[src/rtl/core/shs_pkg.sv]
`timescale 1ns / 1ps
// ----------------------------------------------------------------------------
// SHA-256 stream hasher package
// Round constants, initial hash values and the small SHA-256 bit functions.
// ----------------------------------------------------------------------------
package shs_pkg;

	localparam int unsigned ROUNDS      = 64;
	localparam int unsigned BLOCK_BYTES = 64;
	localparam int unsigned LEN_POS     = 56;

	localparam logic [7:0] PAD_BYTE = 8'h80;

	localparam logic [31:0] ROUND_K [ROUNDS] = '{
		32'h428a2f98, 32'h71374491, 32'hb5c0fbcf, 32'he9b5dba5,
		32'h3956c25b, 32'h59f111f1, 32'h923f82a4, 32'hab1c5ed5,
		32'hd807aa98, 32'h12835b01, 32'h243185be, 32'h550c7dc3,
		32'h72be5d74, 32'h80deb1fe, 32'h9bdc06a7, 32'hc19bf174,
		32'he49b69c1, 32'hefbe4786, 32'h0fc19dc6, 32'h240ca1cc,
		32'h2de92c6f, 32'h4a7484aa, 32'h5cb0a9dc, 32'h76f988da,
		32'h983e5152, 32'ha831c66d, 32'hb00327c8, 32'hbf597fc7,
		32'hc6e00bf3, 32'hd5a79147, 32'h06ca6351, 32'h14292967,
		32'h27b70a85, 32'h2e1b2138, 32'h4d2c6dfc, 32'h53380d13,
		32'h650a7354, 32'h766a0abb, 32'h81c2c92e, 32'h92722c85,
		32'ha2bfe8a1, 32'ha81a664b, 32'hc24b8b70, 32'hc76c51a3,
		32'hd192e819, 32'hd6990624, 32'hf40e3585, 32'h106aa070,
		32'h19a4c116, 32'h1e376c08, 32'h2748774c, 32'h34b0bcb5,
		32'h391c0cb3, 32'h4ed8aa4a, 32'h5b9cca4f, 32'h682e6ff3,
		32'h748f82ee, 32'h78a5636f, 32'h84c87814, 32'h8cc70208,
		32'h90befffa, 32'ha4506ceb, 32'hbef9a3f7, 32'hc67178f2
	};

	typedef logic [7:0][31:0] hash_words_t;

	// Word 0 sits in the lowest slot.
	localparam hash_words_t INIT_HASH = {
		32'h5be0cd19, 32'h1f83d9ab, 32'h9b05688c, 32'h510e527f,
		32'ha54ff53a, 32'h3c6ef372, 32'hbb67ae85, 32'h6a09e667
	};

	function automatic logic [31:0] rotr(input logic [31:0] x, input int unsigned n);
		rotr = (x >> n) | (x << (32 - n));
	endfunction

	function automatic logic [31:0] big_sigma0(input logic [31:0] x);
		big_sigma0 = rotr(x, 2) ^ rotr(x, 13) ^ rotr(x, 22);
	endfunction

	function automatic logic [31:0] big_sigma1(input logic [31:0] x);
		big_sigma1 = rotr(x, 6) ^ rotr(x, 11) ^ rotr(x, 25);
	endfunction

	function automatic logic [31:0] small_sigma0(input logic [31:0] x);
		small_sigma0 = rotr(x, 7) ^ rotr(x, 18) ^ (x >> 3);
	endfunction

	function automatic logic [31:0] small_sigma1(input logic [31:0] x);
		small_sigma1 = rotr(x, 17) ^ rotr(x, 19) ^ (x >> 10);
	endfunction

endpackage

[src/rtl/core/shs_if.sv]
`timescale 1ns / 1ps
// ----------------------------------------------------------------------------
// SHA-256 stream hasher channels
// Message byte channel and digest channel, valid/ready handshake.
// ----------------------------------------------------------------------------
interface shs_msg_if;
	logic       valid;
	logic       ready;
	logic [7:0] data_byte;
	logic       byte_valid;
	logic       is_last;

	modport source (output valid, data_byte, byte_valid, is_last, input ready);
	modport sink   (input valid, data_byte, byte_valid, is_last, output ready);
endinterface

interface shs_digest_if;
	logic        valid;
	logic        ready;
	logic [31:0] digest_w0;
	logic [31:0] digest_w1;
	logic [31:0] digest_w2;
	logic [31:0] digest_w3;
	logic [31:0] digest_w4;
	logic [31:0] digest_w5;
	logic [31:0] digest_w6;
	logic [31:0] digest_w7;

	modport source (output valid, digest_w0, digest_w1, digest_w2, digest_w3,
		digest_w4, digest_w5, digest_w6, digest_w7, input ready);
	modport sink   (input valid, digest_w0, digest_w1, digest_w2, digest_w3,
		digest_w4, digest_w5, digest_w6, digest_w7, output ready);
endinterface

[src/rtl/core/shs_round.sv]
`timescale 1ns / 1ps
// ----------------------------------------------------------------------------
// SHA-256 round unit
// One compression round on the working variables a..h.
// ----------------------------------------------------------------------------
module shs_round import shs_pkg::*; (
	input  hash_words_t vars,
	input  logic [31:0] k,
	input  logic [31:0] w,
	output hash_words_t vars_next
);

	logic [31:0] ch;
	logic [31:0] maj;
	logic [31:0] t1;
	logic [31:0] t2;

	always_comb begin
		ch  = (vars[4] & vars[5]) ^ (~vars[4] & vars[6]);
		maj = (vars[0] & vars[1]) ^ (vars[0] & vars[2]) ^ (vars[1] & vars[2]);
		t1  = vars[7] + big_sigma1(vars[4]) + ch + k + w;
		t2  = big_sigma0(vars[0]) + maj;

		vars_next[0] = t1 + t2;
		vars_next[1] = vars[0];
		vars_next[2] = vars[1];
		vars_next[3] = vars[2];
		vars_next[4] = vars[3] + t1;
		vars_next[5] = vars[4];
		vars_next[6] = vars[5];
		vars_next[7] = vars[6];
	end

endmodule

[src/rtl/core/sha256_stream_hasher.sv]
`timescale 1ns / 1ps
// ----------------------------------------------------------------------------
// SHA-256 stream hasher
// Hashes a byte stream with SHA-256 and returns the eight digest words.
// ----------------------------------------------------------------------------
// Each accepted item may add one byte to the message.
// When a 64-byte block is complete the block drops ready and runs the
// compression with one shared round unit, one round per cycle, then adds
// the result into the chaining value. An item with is_last set starts
// padding, which feeds one byte per cycle (the 0x80 marker, zeros and the
// big-endian bit length) through the same block path, and may run one
// extra block when eight or fewer bytes remain. The digest then moves to
// an output register once that register is free and sits there until it
// is taken; the hasher is ready for the next message as soon as the digest
// is in that register, so a new message may be loaded while the previous
// digest still waits.
module sha256_stream_hasher import shs_pkg::*; (
	input  logic               clk,
	input  logic               arst_n,
	shs_msg_if.sink            msg,
	shs_digest_if.source       digest
);

	typedef enum logic [2:0] {
		ST_IDLE,
		ST_PAD,
		ST_ROUND,
		ST_FOLD,
		ST_DONE
	} state_t;

	state_t state_q;

	// Message schedule window: w_q[15] is the oldest word, W[t] during a round.
	// Bytes shift in at the bottom, so the first byte of a block ends up in
	// the top of the oldest word once sixty-four have arrived.
	logic [15:0][31:0] w_q;
	hash_words_t       h_q;         // chaining value
	hash_words_t       v_q;         // working variables a..h
	hash_words_t       v_next;
	hash_words_t       out_q;
	logic              out_valid_q;
	logic [5:0]        fill_q;
	logic [5:0]        rnd_q;
	logic [63:0]       bits_q;
	logic              pad_q;       // message has ended, padding in progress
	logic              first_q;     // next padding byte is the 0x80 marker
	logic              len_ok_q;    // current block carries the length field
	logic              final_q;     // compression under way is the last one

	logic [31:0] w_new;
	logic [7:0]  pad_byte;
	logic [2:0]  len_idx;

	shs_round u_round (
		.vars      (v_q),
		.k         (ROUND_K[rnd_q]),
		.w         (w_q[15]),
		.vars_next (v_next)
	);

	always_comb begin
		w_new   = small_sigma1(w_q[1]) + w_q[6] + small_sigma0(w_q[14]) + w_q[15];
		len_idx = 3'd7 - fill_q[2:0];
		if (first_q) begin
			pad_byte = PAD_BYTE;
		end else if (len_ok_q && (fill_q >= 6'(LEN_POS))) begin
			pad_byte = bits_q[{len_idx, 3'b000} +: 8];
		end else begin
			pad_byte = 8'h00;
		end
	end

	assign msg.ready = (state_q == ST_IDLE);

	assign digest.valid     = out_valid_q;
	assign digest.digest_w0 = out_q[0];
	assign digest.digest_w1 = out_q[1];
	assign digest.digest_w2 = out_q[2];
	assign digest.digest_w3 = out_q[3];
	assign digest.digest_w4 = out_q[4];
	assign digest.digest_w5 = out_q[5];
	assign digest.digest_w6 = out_q[6];
	assign digest.digest_w7 = out_q[7];

	always_ff @(posedge clk or negedge arst_n) begin
		if (!arst_n) begin
			state_q     <= ST_IDLE;
			h_q         <= INIT_HASH;
			out_valid_q <= 1'b0;
			fill_q      <= '0;
			rnd_q       <= '0;
			bits_q      <= '0;
			pad_q       <= 1'b0;
			first_q     <= 1'b0;
			len_ok_q    <= 1'b0;
			final_q     <= 1'b0;
		end else begin
			// In ST_DONE a taken digest is replaced by the new one below.
			if (digest.valid && digest.ready && (state_q != ST_DONE)) begin
				out_valid_q <= 1'b0;
			end
			case (state_q)
				ST_IDLE: begin
					if (msg.valid) begin
						pad_q   <= msg.is_last;
						first_q <= msg.is_last;
						if (msg.byte_valid) begin
							w_q    <= {w_q[15][23:0], w_q[14:0], msg.data_byte};
							fill_q <= fill_q + 6'd1;
							bits_q <= bits_q + 64'd8;
						end
						if (msg.byte_valid && (fill_q == 6'(BLOCK_BYTES - 1))) begin
							v_q     <= h_q;
							rnd_q   <= '0;
							state_q <= ST_ROUND;
						end else if (msg.is_last) begin
							state_q <= ST_PAD;
						end
					end
				end
				ST_PAD: begin
					w_q     <= {w_q[15][23:0], w_q[14:0], pad_byte};
					fill_q  <= fill_q + 6'd1;
					first_q <= 1'b0;
					if (first_q && (fill_q < 6'(LEN_POS))) begin
						len_ok_q <= 1'b1;
					end
					if (fill_q == 6'(BLOCK_BYTES - 1)) begin
						final_q <= len_ok_q;
						v_q     <= h_q;
						rnd_q   <= '0;
						state_q <= ST_ROUND;
					end
				end
				ST_ROUND: begin
					v_q   <= v_next;
					w_q   <= {w_q[14:0], w_new};
					rnd_q <= rnd_q + 6'd1;
					if (rnd_q == 6'(ROUNDS - 1)) begin
						state_q <= ST_FOLD;
					end
				end
				ST_FOLD: begin
					for (int i = 0; i < 8; i++) begin
						h_q[i] <= h_q[i] + v_q[i];
					end
					// An extra block after the marker leaves room for the length.
					if (pad_q && !first_q) begin
						len_ok_q <= 1'b1;
					end
					if (final_q) begin
						state_q <= ST_DONE;
					end else if (pad_q) begin
						state_q <= ST_PAD;
					end else begin
						state_q <= ST_IDLE;
					end
				end
				ST_DONE: begin
					if (!out_valid_q || digest.ready) begin
						out_q       <= h_q;
						out_valid_q <= 1'b1;
						h_q         <= INIT_HASH;
						fill_q      <= '0;
						bits_q      <= '0;
						pad_q       <= 1'b0;
						first_q     <= 1'b0;
						len_ok_q    <= 1'b0;
						final_q     <= 1'b0;
						state_q     <= ST_IDLE;
					end
				end
				default: begin
					state_q <= ST_IDLE;
				end
			endcase
		end
	end

`ifndef NO_ASSERTIONS
	// A digest only appears straight out of the final compression.
	a_out_from_done: assert property (@(posedge clk) disable iff (!arst_n)
		$rose(out_valid_q) |-> $past(state_q == ST_DONE))
		else $error("digest raised without a finished message");

	// The last round always hands over to the chaining update.
	a_round_to_fold: assert property (@(posedge clk) disable iff (!arst_n)
		(state_q == ST_ROUND && rnd_q == 6'(ROUNDS - 1)) |=> (state_q == ST_FOLD))
		else $error("compression did not end after the last round");

	// Once a digest is issued the message state is back at its start.
	a_clean_restart: assert property (@(posedge clk) disable iff (!arst_n)
		(state_q == ST_DONE && !out_valid_q) |=>
		(fill_q == '0 && bits_q == '0 && !pad_q && h_q == INIT_HASH))
		else $error("message state not cleared after digest");
`endif

endmodule
[src/flat_wrapper.sv]
// flat-port wrapper written by rule: the top's interface ports become plain ports
module sha256_stream_hasher_flat import shs_pkg::*;
  (clk, arst_n, msg_valid, msg_data_byte, msg_byte_valid, msg_is_last, msg_ready, digest_valid, digest_digest_w0, digest_digest_w1, digest_digest_w2, digest_digest_w3, digest_digest_w4, digest_digest_w5, digest_digest_w6, digest_digest_w7, digest_ready);
  shs_msg_if msg_i ();
  shs_digest_if digest_i ();
  input  logic clk;
  input  logic arst_n;
  input wire logic [$bits(msg_i.valid)-1:0] msg_valid;
  input wire logic [$bits(msg_i.data_byte)-1:0] msg_data_byte;
  input wire logic [$bits(msg_i.byte_valid)-1:0] msg_byte_valid;
  input wire logic [$bits(msg_i.is_last)-1:0] msg_is_last;
  output wire logic [$bits(msg_i.ready)-1:0] msg_ready;
  output wire logic [$bits(digest_i.valid)-1:0] digest_valid;
  output wire logic [$bits(digest_i.digest_w0)-1:0] digest_digest_w0;
  output wire logic [$bits(digest_i.digest_w1)-1:0] digest_digest_w1;
  output wire logic [$bits(digest_i.digest_w2)-1:0] digest_digest_w2;
  output wire logic [$bits(digest_i.digest_w3)-1:0] digest_digest_w3;
  output wire logic [$bits(digest_i.digest_w4)-1:0] digest_digest_w4;
  output wire logic [$bits(digest_i.digest_w5)-1:0] digest_digest_w5;
  output wire logic [$bits(digest_i.digest_w6)-1:0] digest_digest_w6;
  output wire logic [$bits(digest_i.digest_w7)-1:0] digest_digest_w7;
  input wire logic [$bits(digest_i.ready)-1:0] digest_ready;
  assign msg_i.valid = msg_valid;
  assign msg_i.data_byte = msg_data_byte;
  assign msg_i.byte_valid = msg_byte_valid;
  assign msg_i.is_last = msg_is_last;
  assign msg_ready = msg_i.ready;
  assign digest_valid = digest_i.valid;
  assign digest_digest_w0 = digest_i.digest_w0;
  assign digest_digest_w1 = digest_i.digest_w1;
  assign digest_digest_w2 = digest_i.digest_w2;
  assign digest_digest_w3 = digest_i.digest_w3;
  assign digest_digest_w4 = digest_i.digest_w4;
  assign digest_digest_w5 = digest_i.digest_w5;
  assign digest_digest_w6 = digest_i.digest_w6;
  assign digest_digest_w7 = digest_i.digest_w7;
  assign digest_i.ready = digest_ready;
  sha256_stream_hasher u_core (.clk(clk), .arst_n(arst_n), .msg(msg_i), .digest(digest_i));
endmodule
[config.mk]
export PLATFORM = sky130hd
export DESIGN_NAME = sha256_stream_hasher_flat
export DESIGN_NICKNAME = d
export VERILOG_FILES = /design/src/rtl/core/shs_pkg.sv /design/src/rtl/core/shs_if.sv /design/src/rtl/core/shs_round.sv /design/src/rtl/core/sha256_stream_hasher.sv /design/src/flat_wrapper.sv
export SDC_FILE = /design/constraint.sdc
export NUM_CORES = 2
export LEC_CHECK = 0
export CORE_MARGIN = 3
export CORE_UTILIZATION = 60
export CTS_CLUSTER_SIZE = 14
export DETAILED_ROUTE_END_ITERATION = 16
export DONT_BUFFER_PORTS = 1
export GPL_ROUTABILITY_DRIVEN = 0
export PLACE_DENSITY_LB_ADDON = 0.1
export RECOVER_POWER = 25
export SKIP_CTS_REPAIR_TIMING = 1
export SYNTH_ARGS = -nofsm -noshare
export SYNTH_HDL_FRONTEND = slang
export SYNTH_SLANG_ARGS = --single-unit
[constraint.sdc]
create_clock -name clk -period 32.6 [get_ports clk]
set_input_delay 9.78 -clock clk [delete_from_list [all_inputs] [get_ports clk]]
set_output_delay 9.78 -clock clk [all_outputs]
set_load 0.03 [all_outputs]
## Yosys cells after proc, flatten, opt, wreduce, memory -nomap -nowiden

Memories as Yosys holds them, arrays and structs flattened.
Index checks and enable logic that the tools add are counted.

| word-level totals | value |
|---|---|
| flip-flop bits (word level) | 1364 |
| bits in read-only memories | 2048 |
| bits of input ports | 14 |
| memories kept | 1 |

| operators by class | value |
|---|---|
| add/sub/neg operators | 22 |
| $lt $le $gt $ge | 3 |
| equal/unequal tests | 16 |
| shifts and indexed selects | 1 |
| multiplexer cells | 46 |
| bitwise logic cells | 28 |
| reductions and logical operators | 28 |

Memories:

| memory | words | bits a word | rd ports | clocked after memory_dff | write ports | line | text |
|---|---|---|---|---|---|---|---|
| (name not given) | 64 | 32 | 1 | 0 | 0 | sha256_stream_hasher.sv:57 | `.k (ROUND_K[rnd_q]),` |

Operator list:

| operator | number |
|---|---|
| $pmux W512 S3 | 1 |
| $mux W256 | 4 |
| $mux W512 | 2 |
| $pmux W256 S3 | 1 |
| $add A32 B32 Y32 | 18 |
| $pmux W256 S2 | 1 |
| $xor A32 B32 Y32 | 9 |
| $mux W64 | 3 |
| $and A32 B32 Y32 | 5 |
| $pmux W64 S2 | 1 |
| $add A64 B4 Y64 const B | 1 |
| $mux W32 | 2 |
| $shiftx A64 B7 Y8 | 1 |
| $mux W6 | 6 |
| $pmux W6 S3 | 2 |
| $not A32 Y32 | 1 |
| $or A10 B32 Y32 | 1 |
| $or A13 B32 Y32 | 1 |
| $or A14 B32 Y32 | 1 |
| $or A15 B32 Y32 | 1 |
| $or A19 B32 Y32 | 1 |
| $or A21 B32 Y32 | 1 |
| $or A25 B32 Y32 | 1 |
| $or A26 B32 Y32 | 1 |
| other kinds (34) | 78 |

## Longest topological paths before layout

| depth | value |
|---|---|
| word-level depth | 9 |
| mapped depth | 41 |

## Modules after synthesis

A second synthesis with hierarchy kept.

| unflattened totals | value |
|---|---|
| cells, all modules | 8827 |
| area total of the unflattened synthesis | 84189.5 µm² |

Modules (own cells, without submodules):

| module | times used | cells an instance | area an instance (µm²) | seq. area each (µm²) |
|---|---|---|---|---|
| sha256_stream_hasher | 1 | 7443 | 72951.2 | 39352.7 |
| shs_round | 1 | 1384 | 11238.3 | 0.0 |

## Least setup slack after synthesis

Ideal clock, no wire load.

| timing path | value |
|---|---|
| path type | input to register |
| from | in msg_valid |
| to | reg u_core.w_q[0] (netlist name) (enable) |
| arrival time | 34426 ps |
| required time | 31040 ps |
| path slack | -3386 ps |
| cell stages on the path | 2 |
| buffers on the path | 0 |
| path through | a21oi_1 a21oi_1 |

| on the way | value |
|---|---|
| word-level cells in the longest chain between the ends | 2 |

Ends and longest elaborated chain:

| element | line | text |
|---|---|---|
| start, declared | flat_wrapper.sv:8 | `input wire logic [$bits(msg_i.valid)-1:0] msg_valid;` |
| $ne A2 B2 Y1 (no line) | n/a |  |
| $reduce_and A4 Y1 (no line) | n/a |  |
| end signal, assigned | sha256_stream_hasher.sv:109 | `w_q <= {w_q[15][23:0], w_q[14:0], msg.data_byte};` |
| end signal, assigned | sha256_stream_hasher.sv:123 | `w_q <= {w_q[15][23:0], w_q[14:0], pad_byte};` |
| end signal, assigned | sha256_stream_hasher.sv:138 | `w_q <= {w_q[14:0], w_new};` |
| end, declared | sha256_stream_hasher.sv:37 | `logic [15:0][31:0] w_q;` |

Every way passes these cells.
A chain may end at the register's enable or synchronous reset.

## Final worst setup path

| timing path | value |
|---|---|
| from | in arst_n |
| to | reg u_core.w_q[294] (netlist name) (enable) |

| on the way | value |
|---|---|
| word-level cells in the longest chain between the ends | 1 |

Ends and longest elaborated chain:

| element | line | text |
|---|---|---|
| start, declared | flat_wrapper.sv:7 | `input logic arst_n;` |
| $reduce_and A4 Y1 (no line) | n/a |  |

Every way passes these cells.

==> results.cfg <==
[setup_path]
cp_top_family = buffers and inverters
cp_common_cell = buf_4
slowest_delay_ns = 0.93
worstPathRequired_ns = 33.00
path_class = input pin to flip-flop
critPathLaunchType = input pin
crit_fanout = 340
r2r_start = u_core.rnd_q[1]
crit_buf_inv = 4
worstPathCellList = nand2_1 -> a21oi_4 -> buf_4 -> buf_4 -> buf_4 -> buf_4
cp_slowest_cell = buf_4
crit_arrival_ns = 14.59
crit_path_start = arst_n
end_kind = flip-flop

[synthesis]
synth_common_cells = nand2_1, edfxtp_1, a21oi_1
synth.avg_cell_area_um2 = 9.80
synth-main-ff-cell = edfxtp_1
yosysWarnings = 0
yosys-top-cells-area = edfxtp_1, nand2_1, dfrtp_1, ha_1, fa_1
syn_nets = 8864
synth_cells = 8260
synthArstFlopShare_pct = 24.8
synth_top_area_cell = edfxtp_1
synth.cell_area_um2 = 81000
synth_cell_types = 95
yosysMostFrequentCell = nand2_1
ys_seq_area_share_pct = 48.6
synth_edf_count = 1024
yosysTopAreaCellShare_pct = 38.0
synth_seq_cells = 1361

[timing]
worst-slew-pin-transition_ns = 9.51
layout_min_cycle_time_ns = 14.19
tns_ns = 0
hold_viol = 0
finalCritPeriodShare_pct = 43.5
finalClockSkew_ns = 0.0344
setup_viol = 0
slew_headroom_pct = -534
rsz0062_at_grt = false
final_max_slew_viol_count = 1276
max_freq_ghz = 0.0705

[routing]
route.detailed.drc = 0
drt_wl_total_um = 237000
first_iter_violations = 7982
antenna_left = 0
post_drt_wl_per_cell_um = 23.8
firstDrtPassIters = 9
vias_per_cell = 6.24
vias = 61895

[layout]
synthToLayoutAreaGrowth_pct = 7.28
ff_latch_area_um2 = 39400
drive_above_1_share_pct = 4.18
fin_area_um2 = 86900
antenna_cells = 0
multi_input_area_um2 = 39000
fill_cells = 10713
fin_nets = 8628

[outcome]
violations = max-capacitance violations, max-slew violations
status = complete, but fails checks

[clock_network]
clk-insertion-delay-late_ns = 0.81
cts_made_buffers = 147
cts_tree = built
clk_pin_slew_worst_paths_ns = 0.06
cts_max_level = 4
root_buffer = clkbuf_16
clk_path_buf_depth = 3
cts_sinks = 1361

[grt]
antenna_found_initial = 1
overflow = 0
grt_pass1_wl_um = 357000
grt_pass1_vias = 58327
gr-usage-all-layers_pct = 33.4
grt_max_degree = 341

[hold_path]
worstHoldStart = u_core.first_q
hold_path_class = flip-flop to flip-flop

[die]
ioPinCount = 272
fp.dieH_um = 373
rows = 134
die_w_um = 373
dieArea_um2 = 139000
coreArea_um2 = 134000
initial_core_util_pct = 60.5

[place]
portBuffers = 0
dpl_cell_area_um2 = 82100
dp_hpwl_um = 168000

[run]
maxCapViolCount = 13
[worst paths after layout]
| path | to | slack, ns | cells after the start |
|---|---|---|---|
| max in group asynchronous | u_core.bits_q[19] | 22.91 | 0 |
| setup / recovery | u_core.w_q[294] | 18.41 | 6 |
| hold / removal | u_core.first_q | 0.51 | 2 |
| setup reg to reg | u_core.v_q[159] | 20.51 | 37 |
| hold reg to reg | u_core.first_q | 0.51 | 2 |
| min in group asynchronous | u_core.h_q[186] | 8.69 | 0 |
[per-layer routing]
layer  vias up  track usage (%)  share of wire [%]
li1      28109                -                  -
met1     30002             46.3                 41
met2      3115             49.8                 44
met3       669             8.34                 10
met4         0             15.1                5.3
met5         -                0                  0
[state kept, by name, indices dropped and copies added (netlist names), 6 cells and up]
signal	flops
u_core.digest.digest_w4	32
u_core.w_q	512
u_core.digest.digest_w7	32
u_core.digest.digest_w0	32
u_core.bits_q	61
u_core.h_q	256
u_core.digest.digest_w2	32
u_core.digest.digest_w3	32
u_core.digest.digest_w1	32
u_core.rnd_q	6
u_core.fill_q	6
u_core.v_q	256
u_core.digest.digest_w6	32
u_core.digest.digest_w5	32
[through the flow]
step | std cells | setup WS (ns) | util [%] | hold WS, ns
2_1_floorplan | 8260 | 8.22 | - | 0.459
3_3_place_gp | 9643 | 18.03 | 61.3 | 0.488
3_5_place_dp | 9643 | 17.91 | 61.3 | 0.494
4_1_cts | 9917 | 18.80 | 65.0 | 0.510
5_1_grt | 9917 | 18.28 | 64.9 | 0.533
6_report | 9917 | 18.41 | 64.9 | 0.510
[cells by family after synthesis]
group / after synthesis / share of synthesized area [%]
and+or+nand+nor: 3292 / 16.8
AOI/OAI and AO/OA: 1594 / 12.2
DFF: 1361 / 48.6
buffers and inverters: 703 / 3.26
xor gates and xnor gates: 623 / 6.74
adders and majority gates: 620 / 11.3
muxes: 67 / 1.13
[cells in the final DEF, fill, tap and decap left out, drive strengths merged, types with 52 or more instances in the layout]
cell       n
inv      264
dfstp    136
nand3    141
xor2     226
nor2     340
a211oi    52
a21o     164
ha       395
fa       195
nor2b     56
clkbuf   216
nand2   2374
a21oi    472
clkinv    53
o21a      72
nor3     106
nand2b    72
xnor2    397
o21ai    481
dfrtp    201
edfxtp  1024
a31oi     52
[area by class of cell]
type / count / area share, %
Sequential cell: 1361 / 45.3
Inverter: 260 / 1.12
Clock inverter: 70 / 0.784
Tap cell: 1768 / 2.55
Clock buffer: 204 / 4.82
Multi-Input combinational cell: 6196 / 44.9
Timing Repair Buffer: 58 / 0.464
[tightest hold or removal path, cell delays in order, from the launching register on]
cell and delay [ns]:
dfrtp_1 0.34, o21ai_0 0.08, nand2_1 0.06
Power is not shown: default switching activity piles up to over one toggle a cycle in this logic, so the estimate is an artifact.
